**config.mk**
```make
export PLATFORM = sky130hd
export DESIGN_NAME = pso_front
export DESIGN_NICKNAME = d
export VERILOG_FILES = /design/src/rtl/core/pso_pkg.sv /design/src/rtl/core/pso_front.sv
export SDC_FILE = /design/constraint.sdc
export NUM_CORES = 1
export LEC_CHECK = 0
export BUFFER_PORTS_ARGS = -buffer_cell sky130_fd_sc_hd__buf_2
export CAP_MARGIN = 40
export CORE_ASPECT_RATIO = 1.75
export CORE_MARGIN = 2
export CORE_UTILIZATION = 29
export CTS_CLUSTER_DIAMETER = 100
export DETAILED_ROUTE_END_ITERATION = 8
export GPL_TIMING_DRIVEN = 0
export PLACE_DENSITY = 0.51
export RECOVER_POWER = 25
export SLEW_MARGIN = 30
export SYNTH_ARGS = -nofsm -noshare
export SYNTH_HDL_FRONTEND = slang
export SYNTH_SLANG_ARGS = --single-unit
```
**constraint.sdc**
```tcl
create_clock -name i_clk -period 5.67 [get_ports i_clk]
set_input_delay 1.134 -clock i_clk [delete_from_list [all_inputs] [get_ports i_clk]]
set_output_delay 1.134 -clock i_clk [all_outputs]
set_load 0.1 [all_outputs]
```
**src/rtl/core/pso_pkg.sv**
```systemverilog
`default_nettype none
// ----------------------------------------------------------------------------
// pso_pkg
// Shared types, constants and tables of the path-scanning oscillator.
// ----------------------------------------------------------------------------
package pso_pkg;

    localparam int PATH_DEPTH  = 8192;
    localparam int SAMPLE_BITS = 16;
    localparam int PHASE_BITS  = 32;
    localparam int ADDR_W      = 13;
    localparam int LEN_W       = 14;
    localparam int RATE_W      = 19;
    localparam int CFG_IDX_W   = 2;
    localparam int CFG_DATA_W  = 19;

    localparam logic [CFG_IDX_W-1:0] CFG_PATH_LENGTH = 2'd0;
    localparam logic [CFG_IDX_W-1:0] CFG_SAMPLE_RATE = 2'd1;

    localparam logic [LEN_W-1:0]  PATH_LENGTH_RST = 14'd0;
    localparam logic [RATE_W-1:0] SAMPLE_RATE_RST = 19'd48000;

    localparam logic [15:0] WARP_LO = 16'd66;
    localparam logic [15:0] WARP_HI = 16'd65470;

    typedef struct packed {
        logic                   is_write;
        logic signed [15:0]     cv;
        logic [31:0]            frequency;
        logic [31:0]            phase_offset;
        logic                   reset_level;
        logic [15:0]            sharpness;
        logic [ADDR_W-1:0]      point_index;
        logic signed [15:0]     point_x;
        logic signed [15:0]     point_y;
    } t_item;

    function automatic logic [63:0] isqrt64(input logic [63:0] v);
        logic [63:0] r;
        logic [63:0] b;
        logic [63:0] x;
        r = 64'd0;
        b = 64'h4000_0000_0000_0000;
        x = v;
        for (int i = 0; i < 32; i++) begin
            if (x >= r + b) begin
                x = x - (r + b);
                r = (r >> 1) + b;
            end else begin
                r = r >> 1;
            end
            b = b >> 2;
        end
        return r;
    endfunction

    // 2^(2^-k) in Q2.30, k = 1..12
    function automatic logic [11:0][31:0] exp_tab();
        logic [63:0]       c;
        logic [11:0][31:0] t;
        c = isqrt64(64'd2 << 60);
        for (int k = 0; k < 12; k++) begin
            t[k] = c[31:0];
            c = isqrt64(c << 30);
        end
        return t;
    endfunction

    localparam logic [11:0][31:0] EXP_TAB = exp_tab();

endpackage
`default_nettype wire

```
**src/rtl/core/pso_front.sv**
```systemverilog
`default_nettype none
// ----------------------------------------------------------------------------
// pso_front
// Input stage: accepts requests, tags them as write or sample, and holds
// them in a two-entry queue for the back end.
// ----------------------------------------------------------------------------
module pso_front
    import pso_pkg::*;
(
    input  wire logic               i_clk,
    input  wire logic               i_rst_n,
    input  wire logic               i_in_valid,
    output logic                    o_in_ready,
    input  wire logic               i_mode,
    input  wire logic signed [15:0] i_cv,
    input  wire logic [31:0]        i_frequency,
    input  wire logic [31:0]        i_phase_offset,
    input  wire logic               i_reset_level,
    input  wire logic [15:0]        i_sharpness,
    input  wire logic [ADDR_W-1:0]  i_point_index,
    input  wire logic signed [15:0] i_point_x,
    input  wire logic signed [15:0] i_point_y,
    output logic                    o_head_valid,
    output t_item                   o_head,
    input  wire logic               i_pop
);

    t_item       r_q [2];
    logic        r_rd;
    logic        r_wr;
    logic [1:0]  r_cnt;
    t_item       w_item;
    logic        w_push;

    always_comb begin
        w_item.is_write     = i_mode;
        w_item.cv           = i_cv;
        w_item.frequency    = i_frequency;
        w_item.phase_offset = i_phase_offset;
        w_item.reset_level  = i_reset_level;
        w_item.sharpness    = i_sharpness;
        w_item.point_index  = i_point_index;
        w_item.point_x      = i_point_x;
        w_item.point_y      = i_point_y;
    end

    assign o_in_ready   = (r_cnt != 2'd2);
    assign w_push       = i_in_valid && o_in_ready;
    assign o_head_valid = (r_cnt != 2'd0);
    assign o_head       = r_q[r_rd];

    always_ff @(posedge i_clk) begin
        if (w_push) begin
            r_q[r_wr] <= w_item;
        end
    end

    always_ff @(posedge i_clk) begin
        if (!i_rst_n) begin
            r_rd  <= 1'b0;
            r_wr  <= 1'b0;
            r_cnt <= 2'd0;
        end else begin
            if (w_push) begin
                r_wr <= ~r_wr;
            end
            if (i_pop && o_head_valid) begin
                r_rd <= ~r_rd;
            end
            case ({w_push, i_pop && o_head_valid})
                2'b10:   r_cnt <= r_cnt + 2'd1;
                2'b01:   r_cnt <= r_cnt - 2'd1;
                default: r_cnt <= r_cnt;
            endcase
        end
    end

endmodule
`default_nettype wire

```
==> load_flow_metrics.sql, run 1 <==
INSERT INTO impl_metrics (metric_group, metric, value, unit) VALUES
('run_status', 'status', 'finished, final reports clean', ''),
('sta', 'period_minus_slack', '3280', 'ps'),
('worst_setup_path', 'worst_path_max_stage_delay', '340', 'ps'),
('worst_setup_path', 'start_kind', 'flop', ''),
('logic_synthesis', 'synthXorXnorAreaFrac', '0.249', '%'),
('worst_setup_path', 'path_cells', 'buf_2, buf_6, buf_6, mux2_2, buf_2', ''),
('clocking', 'cts_tree', 'built', ''),
('sta', 'max_freq', '305', 'MHz'),
('worst_setup_path', 'ff2ff_setup_slack', '3510', 'ps'),
('sta', 'finalSetupViolCount', '0', ''),
('drt', 'via_count', '5489', ''),
('flow_run', 'max-cap-violations', '0', ''),
('drt', 'first_pass_iters', '4', ''),
('global_route', 'number_of_antenna_violations_at_the_first_check_in_global_routing', '11', ''),
('placement', 'detailedPlacementHpwl', '16600', 'um'),
('worst_setup_path', 'critical_path_peak_fanout', '10', ''),
('sta', 'final.setup.tns', '0', 'ps'),
('logic_synthesis', 'ys.warnings.count', '0', ''),
('logic_synthesis', 'netlist-cell-type-count', '22', ''),
('worst_setup_path', 'worst_r2r_startpoint', 'r_cnt[0]$_SDFFE_PN0P_', ''),
('clocking', 'cts-root-to-sink-buffers', '3', ''),
('drt', 'drc', '0', ''),
('clocking', 'worst_setup_hold_path_clk_slew', '60', 'ps'),
('logic_synthesis', 'yosys_reg_bits', '291', ''),
('logic_synthesis', 'synth_compound_area_share', '0.355', '%'),
('drt', 'routedWlPerCell', '18.5', 'um'),
('worst_setup_path', 'arrival', '2140', 'ps'),
('logic_synthesis', 'yosys.area_share.adder', '0.118', '%'),
('clocking', 'tritoncts_num_sinks', '291', ''),
('logic_synthesis', 'synth_mux_area_share', '15.2', '%'),
('sta', 'worst_slew_pin_slew', '548', 'ps'),
('final_layout', 'syn2layout_area_growth', '29.6', '%'),
('drt', 'drt_first_iter_violations', '227', ''),
('clocking', 'htree_levels', '1', ''),
('die', 'core_region_area', '35900', 'um2'),
('final_layout', 'most-common-layout-cells', 'buf_2, edfxtp_1, mux2_2, clkbuf_16, clkbuf_1', ''),
('global_route', 'track_usage', '12.1', '%'),
('sta', 'finalCritPeriodShare', '57.8', '%'),
('drt', 'post_drt_via_cell_ratio', '4.25', ''),
('worst_setup_path', 'timing.rr.end', 'r_q[0][106]$_DFFE_PP_', ''),
('clocking', 'cts_inserted_buffers', '28', ''),
('die', 'start_util', '29.4', '%'),
('worst_setup_path', 'crit_required', '4540', 'ps'),
('logic_synthesis', 'syn-mean-instance-area', '22.5', 'um2'),
('die', 'die-width', '148', 'um'),
('worst_setup_path', 'worst-r2r-cell-count', '5', ''),
('worst_setup_path', 'criticalPathCategory', 'reg2out', ''),
('drt', 'detail-route-antenna-nets', '0', ''),
('clocking', 'cts-hold-fix-buffers', '0', ''),
('worst_setup_path', 'crit_end', 'o_head[93]', ''),
('logic_synthesis', 'share_of_synthesized_cell_area_in_and_or_nand_and_nor_gates', '0.521', '%'),
('die', 'die_height', '256', 'um'),
('worst_setup_path', 'cp_endpoint_kind', 'primary output', ''),
('die', 'die_area', '38000', 'um2'),
('sta', 'final-max-slew-violation-count', '0', ''),
('global_route', 'wire_length_of_the_first_global_routing_pass', '34300', 'um'),
('clocking', 'post_cts_buffers', '0', ''),
('final_layout', 'layout.cells.most_common', 'buf_2', ''),
('placement', 'globalplace.congestion', '0.717', ''),
('placement', 'place.port_buffers', '291', ''),
('final_layout', 'nets', '943', ''),
('logic_synthesis', 'synth_top_family_by_area', 'multiplexers', ''),
('sta', 'holdWs', '524', 'ps'),
('global_route', 'first_global_vias', '5797', ''),
('logic_synthesis', 'syn_nets', '617', ''),
('final_layout', 'drive_gt1_share', '58.8', '%'),
('logic_synthesis', 'synthesis.area', '10600', 'um2'),
('sta', 'finalClockSkew', '6.73', 'ps'),
('drt', 'routed_wl', '23900', 'um'),
('logic_synthesis', 'gate_count_after_technology_mapping', '469', ''),
('sta', 'worst_slew_margin_rel', '63.7', '%'),
('clocking', 'number_of_gates_given_a_new_drive_strength_after_cts', '0', ''),
('global_route', 'grt_overflow', '0', ''),
('clocking', 'clk-insertion-delay-late', '550', 'ps'),
('worst_setup_path', 'critPathSlowestCell', 'mux2_2', ''),
('sta', 'setup_repair_after_global_routing_missed_its_margin', 'no', ''),
('die', 'rows', '92', ''),
('die', 'io_pins', '292', ''),
('global_route', 'maximum_number_of_pins_on_one_net_before_global_route_repair', '56', ''),
('sta', 'count_of_final_hold_check_violations', '0', ''),
('logic_synthesis', 'synth.yosys.seq_area_share', '82.2', '%'),
('min_path', 'timing.hold.worst.class', 'reg2reg', ''),
('clocking', 'clk_root_buffer_cell', 'clkbuf_16', '');
-- area by class of cell --
type / instances / area (um2)
diodes: 6 / 15.0
plain buffers: 16 / 130
clock inverters: 16 / 183
flip-flops and latches: 291 / 8690
repair buffers: 296 / 1580
clock buffers: 34 / 744
fillers: 3452 / 22200
multi-input cells: 161 / 1750
well taps: 470 / 588
inverters: 1 / 11.3
-- routing by layer --
layer	GRT usage [%]	routed length [um]
met2	23.4	13400
met3	3.49	1650
met4	6.53	1090
met1	11.0	7710
met5	0	69
-- flip-flops by register name, indices dropped and copies added (netlist names), named ones only --
name and count:
r_wr 1, r_rd 1, r_q 286, r_cnt 2
-- worst min-delay path by stage --
stage	startpoint	end	slack, ps	cells after the start
2_1_floorplan	r_cnt[1]$_SDFFE_PN0P_	r_cnt[1]$_SDFFE_PN0P_	480	2
3_3_place_gp	r_cnt[1]$_SDFFE_PN0P_	r_cnt[1]$_SDFFE_PN0P_	490	2
3_5_place_dp	r_cnt[1]$_SDFFE_PN0P_	r_cnt[1]$_SDFFE_PN0P_	520	2
4_1_cts	r_cnt[1]$_SDFFE_PN0P_	r_cnt[1]$_SDFFE_PN0P_	530	2
5_1_grt	r_cnt[1]$_SDFFE_PN0P_	r_cnt[1]$_SDFFE_PN0P_	550	2
6_report	r_cnt[1]$_SDFFE_PN0P_	r_cnt[1]$_SDFFE_PN0P_	520	2
-- critical path: cells and delay by family (launching register included) --
family,cells,cell delay (ps)
mux,1,340
buf+inv,4,940
flops,1,300
-- cells in the mapped netlist, drive strengths merged --
| library cell | n | area, um2 |
|---|---|---|
| ha | 1 | 12.5 |
| nand3b | 1 | 7.51 |
| or3 | 1 | 6.26 |
| edfxtp | 286 | 8590 |
| xnor2 | 3 | 26.3 |
| and2 | 1 | 6.26 |
| a21boi | 2 | 15.0 |
| and3 | 1 | 6.26 |
| nor2b | 2 | 12.5 |
| mux2 | 143 | 1610 |
| nand2 | 1 | 3.75 |
| o21ai | 1 | 5.00 |
| or2 | 1 | 6.26 |
| a21bo | 1 | 10.0 |
| dfxtp | 5 | 100 |
| inv | 1 | 3.75 |
| buf | 16 | 130 |
| nand2b | 1 | 6.26 |
| o21a | 1 | 7.51 |
-- cell families after synthesis --
group                      Yosys count
DFF                                291
muxes                              143
buffers and inverters               17
and+or+nand+nor                      9
AOI/OAI and AO/OA                    5
xor gates and xnor gates             3
adders and majority gates            1
-- through the flow --
step	worst slack, ps	cell area [um2]	utilization, %	std cells
after floorplan	433	10600	-	469
after global placement	-1840	12600	35.1	1230
after detailed placement	2840	12800	35.5	1235
after CTS	2260	13700	38.1	1285
after global routing	2220	13700	38.1	1290
final	2390	13700	38.1	1291
Power of run 1 is left out: the tool's default activity adds up to more than one toggle a clock period on the data nets, which glitch-free logic cannot reach.
==> run 2, diff against run 1 <==
ABC_AREA = 1   (was unset)
clock period = 3.3 ns   (was 5.67 ns; I/O delays follow)
==> load_flow_metrics.sql, run 2 <==
INSERT INTO impl_metrics (metric_group, metric, value, unit) VALUES
('sta', 'worst_slew_margin_rel', '64.6', '%'),
('drt', 'routed_wl', '22600', 'um'),
('worst_setup_path', 'crit_required', '2640', 'ps'),
('clocking', 'clk_root_buffer_cell', 'clkbuf_16', ''),
('die', 'die_height', '260', 'um'),
('clocking', 'worst_setup_hold_path_clk_slew', '60', 'ps'),
('flow_run', 'max-cap-violations', '0', ''),
('die', 'die-width', '150', 'um'),
('pwr', 'power_density', '881', 'nW/um2'),
('global_route', 'grt_overflow', '0', ''),
('drt', 'routedWlPerCell', '17.2', 'um'),
('clocking', 'cts_tree', 'built', ''),
('final_layout', 'largest_register', 'r_q', ''),
('sta', 'max_freq', '371', 'MHz'),
('placement', 'place.port_buffers', '291', ''),
('pwr', 'vdd_ir_drop_max', '0.552', 'mV'),
('final_layout', 'postLayoutCellArea', '14200', 'um2'),
('logic_synthesis', 'ys_top_cells_by_count', 'edfxtp_1, mux2_2, mux2_4, nand2_1, nor2_1', ''),
('worst_setup_path', 'criticalPathCategory', 'reg2out', ''),
('drt', 'first_pass_iters', '4', ''),
('drt', 'drc', '0', ''),
('logic_synthesis', 'synth_enable_flop_cells', '286', ''),
('sta', 'finalSetupViolCount', '0', ''),
('die', 'core_region_area', '36800', 'um2'),
('logic_synthesis', 'synth.most_common_cell', 'edfxtp_1', ''),
('drt', 'met2RoutedLength', '13000', 'um'),
('sta', 'worst_slew_pin_slew', '534', 'ps'),
('final_layout', 'instances_no_fill', '1314', ''),
('worst_setup_path', 'start_kind', 'flop', ''),
('final_layout', 'most-common-layout-cells', 'edfxtp_1, buf_2, mux2_2, mux2_4, clkbuf_16', ''),
('global_route', 'wire_length_of_the_first_global_routing_pass', '33500', 'um'),
('logic_synthesis', 'syn-mean-instance-area', '22.5', 'um2'),
('final_layout', 'drive_gt1_share', '59.0', '%'),
('global_route', 'maximum_number_of_pins_on_one_net_before_global_route_repair', '21', ''),
('logic_synthesis', 'syn_nets', '629', ''),
('clocking', 'tritoncts_num_sinks', '291', ''),
('logic_synthesis', 'yosys_reg_bits', '291', ''),
('drt', 'wl_met1', '7050', 'um'),
('drt', 'via_count', '5484', ''),
('logic_synthesis', 'synth.yosys.seq_area_share', '80.2', '%'),
('clocking', 'cts-root-to-sink-buffers', '3', ''),
('clocking', 'htree_levels', '1', ''),
('placement', 'place_inst', '1263', ''),
('final_layout', 'nets', '965', ''),
('logic_synthesis', 'ys.warnings.count', '0', ''),
('logic_synthesis', 'post-synth-top-area-cell', 'edfxtp_1', ''),
('logic_synthesis', 'async_reset_ff_share', '0', '%'),
('die', 'rows', '93', ''),
('worst_setup_path', 'critical_path_peak_fanout', '10', ''),
('logic_synthesis', 'gate_count_after_technology_mapping', '481', ''),
('die', 'start_util', '29.5', '%'),
('global_route', 'first_global_vias', '6044', ''),
('placement', 'globalplace.congestion', '0.695', ''),
('clocking', 'post_cts_buffers', '0', ''),
('clocking', 'number_of_gates_given_a_new_drive_strength_after_cts', '0', ''),
('clocking', 'cts-hold-fix-buffers', '0', ''),
('global_route', 'number_of_antenna_violations_at_the_first_check_in_global_routing', '2', ''),
('clocking', 'clk-insertion-delay-late', '540', 'ps'),
('logic_synthesis', 'netlist_top_cells_area', 'edfxtp_1, mux2_4, mux2_2, buf_6, dfxtp_1', ''),
('drt', 'detail-route-antenna-nets', '0', ''),
('sta', 'finalCritPeriodShare', '81.7', '%'),
('drt', 'highest_layer', 'met4', ''),
('min_path', 'timing.hold.worst.class', 'in2reg', ''),
('final_layout', 'layout.cells.most_common', 'edfxtp_1', ''),
('logic_synthesis', 'synthesis.area', '10800', 'um2'),
('sta', 'setup_repair_after_global_routing_missed_its_margin', 'no', ''),
('drt', 'drt_first_iter_violations', '183', ''),
('final_layout', 'syn2layout_area_growth', '31.3', '%'),
('sta', 'final-max-slew-violation-count', '0', ''),
('sta', 'count_of_final_hold_check_violations', '0', ''),
('sta', 'period_minus_slack', '2690', 'ps'),
('logic_synthesis', 'ys_dominant_reg_cell', 'edfxtp_1', ''),
('drt', 'wl_met3', '1690', 'um'),
('final_layout', 'layout_top_registers', 'r_q (286), r_cnt (2)', ''),
('run_status', 'status', 'finished, final reports clean', ''),
('die', 'die_area', '39000', 'um2'),
('clocking', 'cts_inserted_buffers', '27', ''),
('placement', 'detailedPlacementHpwl', '16400', 'um'),
('placement', 'postPlaceCellArea', '13400', 'um2'),
('worst_setup_path', 'cp_endpoint_kind', 'primary output', ''),
('die', 'io_pins', '292', ''),
('drt', 'post_drt_via_cell_ratio', '4.17', ''),
('pwr', 'static-leakage-power', '5.39', 'nW'),
('global_route', 'track_usage', '11.2', '%'),
('logic_synthesis', 'synthDominantCellAreaShare', '79.3', '%'),
('sta', 'finalClockSkew', '7.84', 'ps'),
('logic_synthesis', 'netlist-cell-type-count', '15', ''),
('final_layout', 'largest_reg_flops', '286', ''),
('worst_setup_path', 'arrival', '2030', 'ps');
==> run 2: changes by cell type in the layout (fill, tap and decap cells not counted), sizes merged, moves of 3 or more <==
cell      previous run  this run
clkinv               9        16
diode                6         2
clkinvlp             3         0
buf                301       308
inv                  1         5
nand2                1        10
nor2                 0        10
xnor2                3         0
==> run 2: worst paths after layout <==
path,slack [ps],depth (start not counted),startpoint,end
hold reg to reg,500,2,r_rd$_SDFFE_PN0P_,r_rd$_SDFFE_PN0P_
setup reg to reg,1140,8,r_cnt[0]$_SDFFE_PN0P_,r_q[1][107]$_DFFE_PP_
hold / removal,300,1,i_point_x[11],r_q[0][27]$_DFFE_PP_
setup / recovery,610,5,flop,o_head[76]
==> run 2: area by class of cell <==
cell class | instances | area (um2)
Tap cell | 475 | 594
Multi-Input combinational cell | 169 | 2040
Fill cell | 3480 | 22500
Clock inverter | 20 | 189
Sequential cell | 291 | 8690
Antenna cell | 2 | 5.00
Timing Repair Buffer | 307 | 1870
Clock buffer | 29 | 683
Inverter | 5 | 18.8
Buffer | 16 | 136
==> run 2: routing by layer <==
layer | global-route usage (%) | vias to the layer above
met3 | 3.30 | 47
met2 | 23.0 | 205
met4 | 4.74 | 0
met5 | 0 | -
li1 | - | 2578
met1 | 9.65 | 2654
==> run 2: where the power goes <==
part	switching, mW	internal, mW	total [mW]
clock network	1.30	1.80	3.10
logic	3.77	1.06	4.83
registers	0.0892	4.52	4.61
total	5.16	7.38	12.5
==> run 2: worst max-delay path, stage by stage, from the launching register on <==
cell and delay (ps):
dfxtp_1 320, buf_6 140, buf_6 190, buf_6 210, mux2_4 320, buf_2 290
==> run 2: through the flow <==
step | setup TNS, ps | util [%] | hold WS, ps | total power, mW | setup WS [ps]
finish | 0 | 38.7 | 303 | 12.5 | 606
global placement | -453260 | 35.2 | 472 | 9.43 | -1620
global route | 0 | 38.7 | 266 | 13.0 | 494
floorplan | 0 | - | 451 | 8.73 | 11.1
detailed placement | 0 | 36.3 | 509 | 9.59 | 851
CTS | 0 | 38.7 | 258 | 12.7 | 509
==> run 2: kinds of logic after synthesis <==
family,Yosys count,synth area share (%)
AO/OA/AOI/OAI,3,0.162
adder cells (fa/ha/maj),1,0.115
buffers and inverters,21,1.43
flip-flops,291,80.2
multiplexers,143,17.3
AND/OR/NAND/NOR,22,0.797
(Power assumes the default switching activity.)
==> run 3, diff against run 2 <==
PLACE_DENSITY = 0.53   (was 0.51)
clock period = 2.23 ns   (was 3.3 ns; I/O delays follow)
==> load_flow_metrics.sql, run 3 (synthesis results as in run 2) <==
INSERT INTO impl_metrics (metric_group, metric, value, unit) VALUES
('sta', 'count_of_final_hold_check_violations', '0', ''),
('sta', 'finalClockSkew', '5.79', 'ps'),
('placement', 'postPlaceCellArea', '13400', 'um2'),
('final_layout', 'fillCellCount', '3276', ''),
('flow_run', 'max-cap-violations', '0', ''),
('final_layout', 'layout.cells.most_common', 'edfxtp_1', ''),
('global_route', 'track_usage', '11.9', '%'),
('clocking', 'clk-insertion-delay-late', '550', 'ps'),
('drt', 'via_count', '5686', ''),
('final_layout', 'largest_reg_flops', '286', ''),
('sta', 'final-max-slew-violation-count', '0', ''),
('sta', 'finalCritPeriodShare', '104', '%'),
('final_layout', 'drive_gt1_share', '60.8', '%'),
('worst_setup_path', 'cp_endpoint_kind', 'primary output', ''),
('pwr', 'seqPwrFrac', '33.6', '%'),
('drt', 'post_drt_via_cell_ratio', '4.25', ''),
('clocking', 'worst_setup_hold_path_clk_slew', '60', 'ps'),
('placement', 'globalplace.congestion', '0.713', ''),
('worst_setup_path', 'cpMostUsedCell', 'buf_12', ''),
('worst_setup_path', 'critPathSlowestCell', 'dfxtp_2', ''),
('sta', 'setup_repair_after_global_routing_missed_its_margin', 'yes', ''),
('run_status', 'status', 'complete, but fails checks', ''),
('worst_setup_path', 'path_cells', 'buf_12, buf_12, buf_16, buf_6, mux2_4, buf_12', ''),
('worst_setup_path', 'worst_path_max_stage_delay', '320', 'ps'),
('clocking', 'htree_levels', '1', ''),
('pwr', 'static-leakage-power', '6.04', 'nW'),
('drt', 'drc', '0', ''),
('worst_setup_path', 'arrival', '1870', 'ps'),
('pwr', 'intPower', '12.3', 'mW'),
('global_route', 'number_of_antenna_violations_at_the_first_check_in_global_routing', '13', ''),
('placement', 'place.port_buffers', '291', ''),
('die', 'start_util', '29.5', '%'),
('pwr', 'swShare', '39.3', '%'),
('pwr', 'vdd_ir_drop_max', '0.872', 'mV'),
('final_layout', 'nets', '981', ''),
('drt', 'routedWlPerCell', '18.1', 'um'),
('die', 'io_pins', '292', ''),
('sta', 'period_minus_slack', '2320', 'ps'),
('sta', 'worst_slew_pin_slew', '501', 'ps'),
('die', 'rows', '93', ''),
('die', 'die-width', '150', 'um'),
('placement', 'detailedPlacementHpwl', '17400', 'um'),
('worst_setup_path', 'cp_top_family', 'buffers and inverters', ''),
('clocking', 'cts-hold-fix-buffers', '0', ''),
('sta', 'setup_ws', '-88.5', 'ps'),
('worst_setup_path', 'critical_path_peak_fanout', '9', ''),
('clocking', 'clk_root_buffer_cell', 'clkbuf_16', ''),
('sta', 'max_freq', '431', 'MHz'),
('pwr', 'clkPwrFrac', '23.1', '%'),
('min_path', 'timing.hold.worst.class', 'in2reg', ''),
('clocking', 'tritoncts_num_sinks', '291', ''),
('pwr', 'power_density', '1280', 'nW/um2'),
('drt', 'routed_wl', '24200', 'um'),
('drt', 'detail-route-antenna-nets', '0', ''),
('final_layout', 'most-common-layout-cells', 'edfxtp_1, buf_2, mux2_4, buf_12, mux2_2', ''),
('clocking', 'cts_tree', 'built', ''),
('sta', 'finalSetupViolCount', '137', ''),
('clocking', 'cts-root-to-sink-buffers', '3', ''),
('final_layout', 'utilization', '43.3', '%'),
('global_route', 'wire_length_of_the_first_global_routing_pass', '34900', 'um'),
('sta', 'worst_slew_margin_rel', '66.9', '%'),
('drt', 'first_pass_iters', '6', ''),
('worst_setup_path', 'criticalPathCategory', 'reg2out', ''),
('final_layout', 'syn2layout_area_growth', '47.0', '%'),
('pwr', 'net-switching-power', '7.99', 'mW'),
('final_layout', 'postLayoutCellArea', '15900', 'um2'),
('global_route', 'first_global_vias', '6159', ''),
('worst_setup_path', 'crit_required', '1780', 'ps'),
('worst_setup_path', 'start_kind', 'flop', ''),
('global_route', 'maximum_number_of_pins_on_one_net_before_global_route_repair', '21', ''),
('die', 'die_area', '39000', 'um2'),
('run_status', 'violations', 'setup timing', ''),
('worst_setup_path', 'worst-path-buf-inv', '5', ''),
('pwr', 'comb_power_share', '43.2', '%'),
('die', 'die_height', '260', 'um'),
('pwr', 'post-layout-total-power', '20.3', 'mW'),
('final_layout', 'largest_register', 'r_q', ''),
('die', 'core_region_area', '36800', 'um2'),
('drt', 'drt_first_iter_violations', '172', ''),
('final_layout', 'layout_top_registers', 'r_q (286), r_cnt (2)', ''),
('global_route', 'grt_overflow', '0', ''),
('clocking', 'cts_inserted_buffers', '28', '');
## run 3: cell types whose count changed in the layout (fill, tap and decap cells not counted), moves of 3 or more
cell	delta
mux2_4	+9
clkinv_2	-4
buf_2	-142
clkbuf_1	-4
diode_2	+6
clkbuf_16	+3
buf_12	+76
mux2_2	-9
buf_8	+5
buf_4	+62
buf_6	+19
## run 3: area by class of cell
type,instances,area [um2],area share [%]
flip-flops and latches,291,8690,54.6
repair buffers,322,3360,21.1
multi-input cells,169,2070,13.0
clock buffers,35,748,4.70
well taps,475,594,3.73
plain buffers,16,265,1.67
clock inverters,16,155,0.974
inverters,5,21.3,0.134
diodes,8,20.0,0.126
## run 3: worst paths after layout
kind,to,slack (ps),cells past startpoint,startpoint
hold reg to reg,flop,490,2,r_rd$_SDFFE_PN0P_
setup / recovery,o_head[53],-90,6,flop
hold / removal,r_q[1][76]$_DFFE_PP_,80,1,i_phase_offset[14]
setup reg to reg,r_q[1][103]$_DFFE_PP_,360,8,r_cnt[0]$_SDFFE_PN0P_
## run 3: through the flow
| stage | hold slack, ps | worst slack (ps) | TNS (ps) | instances |
|---|---|---|---|---|
| 2_1_floorplan | 451 | -1000 | -283850 | 481 |
| 3_3_place_gp | 469 | -2390 | -677150 | 1247 |
| 3_5_place_dp | 473 | -29.3 | -388 | 1263 |
| 5_1_grt | 47.8 | -173 | -21040 | 1335 |
| 4_1_cts | 36.3 | -184 | -17970 | 1319 |
| 6_report | 77.6 | -88.5 | -8440 | 1337 |
## run 3: power by group through the flow
stage                     registers [mW]  clock network [mW]  logic [mW]
final                               6.84                4.69        8.78
after global routing                6.88                5.04        9.05
after CTS                           6.84                4.87        8.38
after detailed placement            6.95                   0        7.27
after global placement              7.00                   0        6.97
after floorplan                     6.96                   0        5.96
## run 3: timing repair
action | 4_1_cts | 5_1_grt
pin swaps | 0 | 2
endpoints found under the setup margin | 143 | 163
cloned | 1 | 1
buffers inserted | 4 | 9
resized for setup | 322 | 97
## run 3: layer usage
metal	vias up	global-route usage [%]	part of all wire (%)
met1	2789	10.3	30
li1	2623	-	-
met4	10	5.71	4.0
met3	57	3.88	7.9
met5	-	0	0.27
met2	207	23.6	58
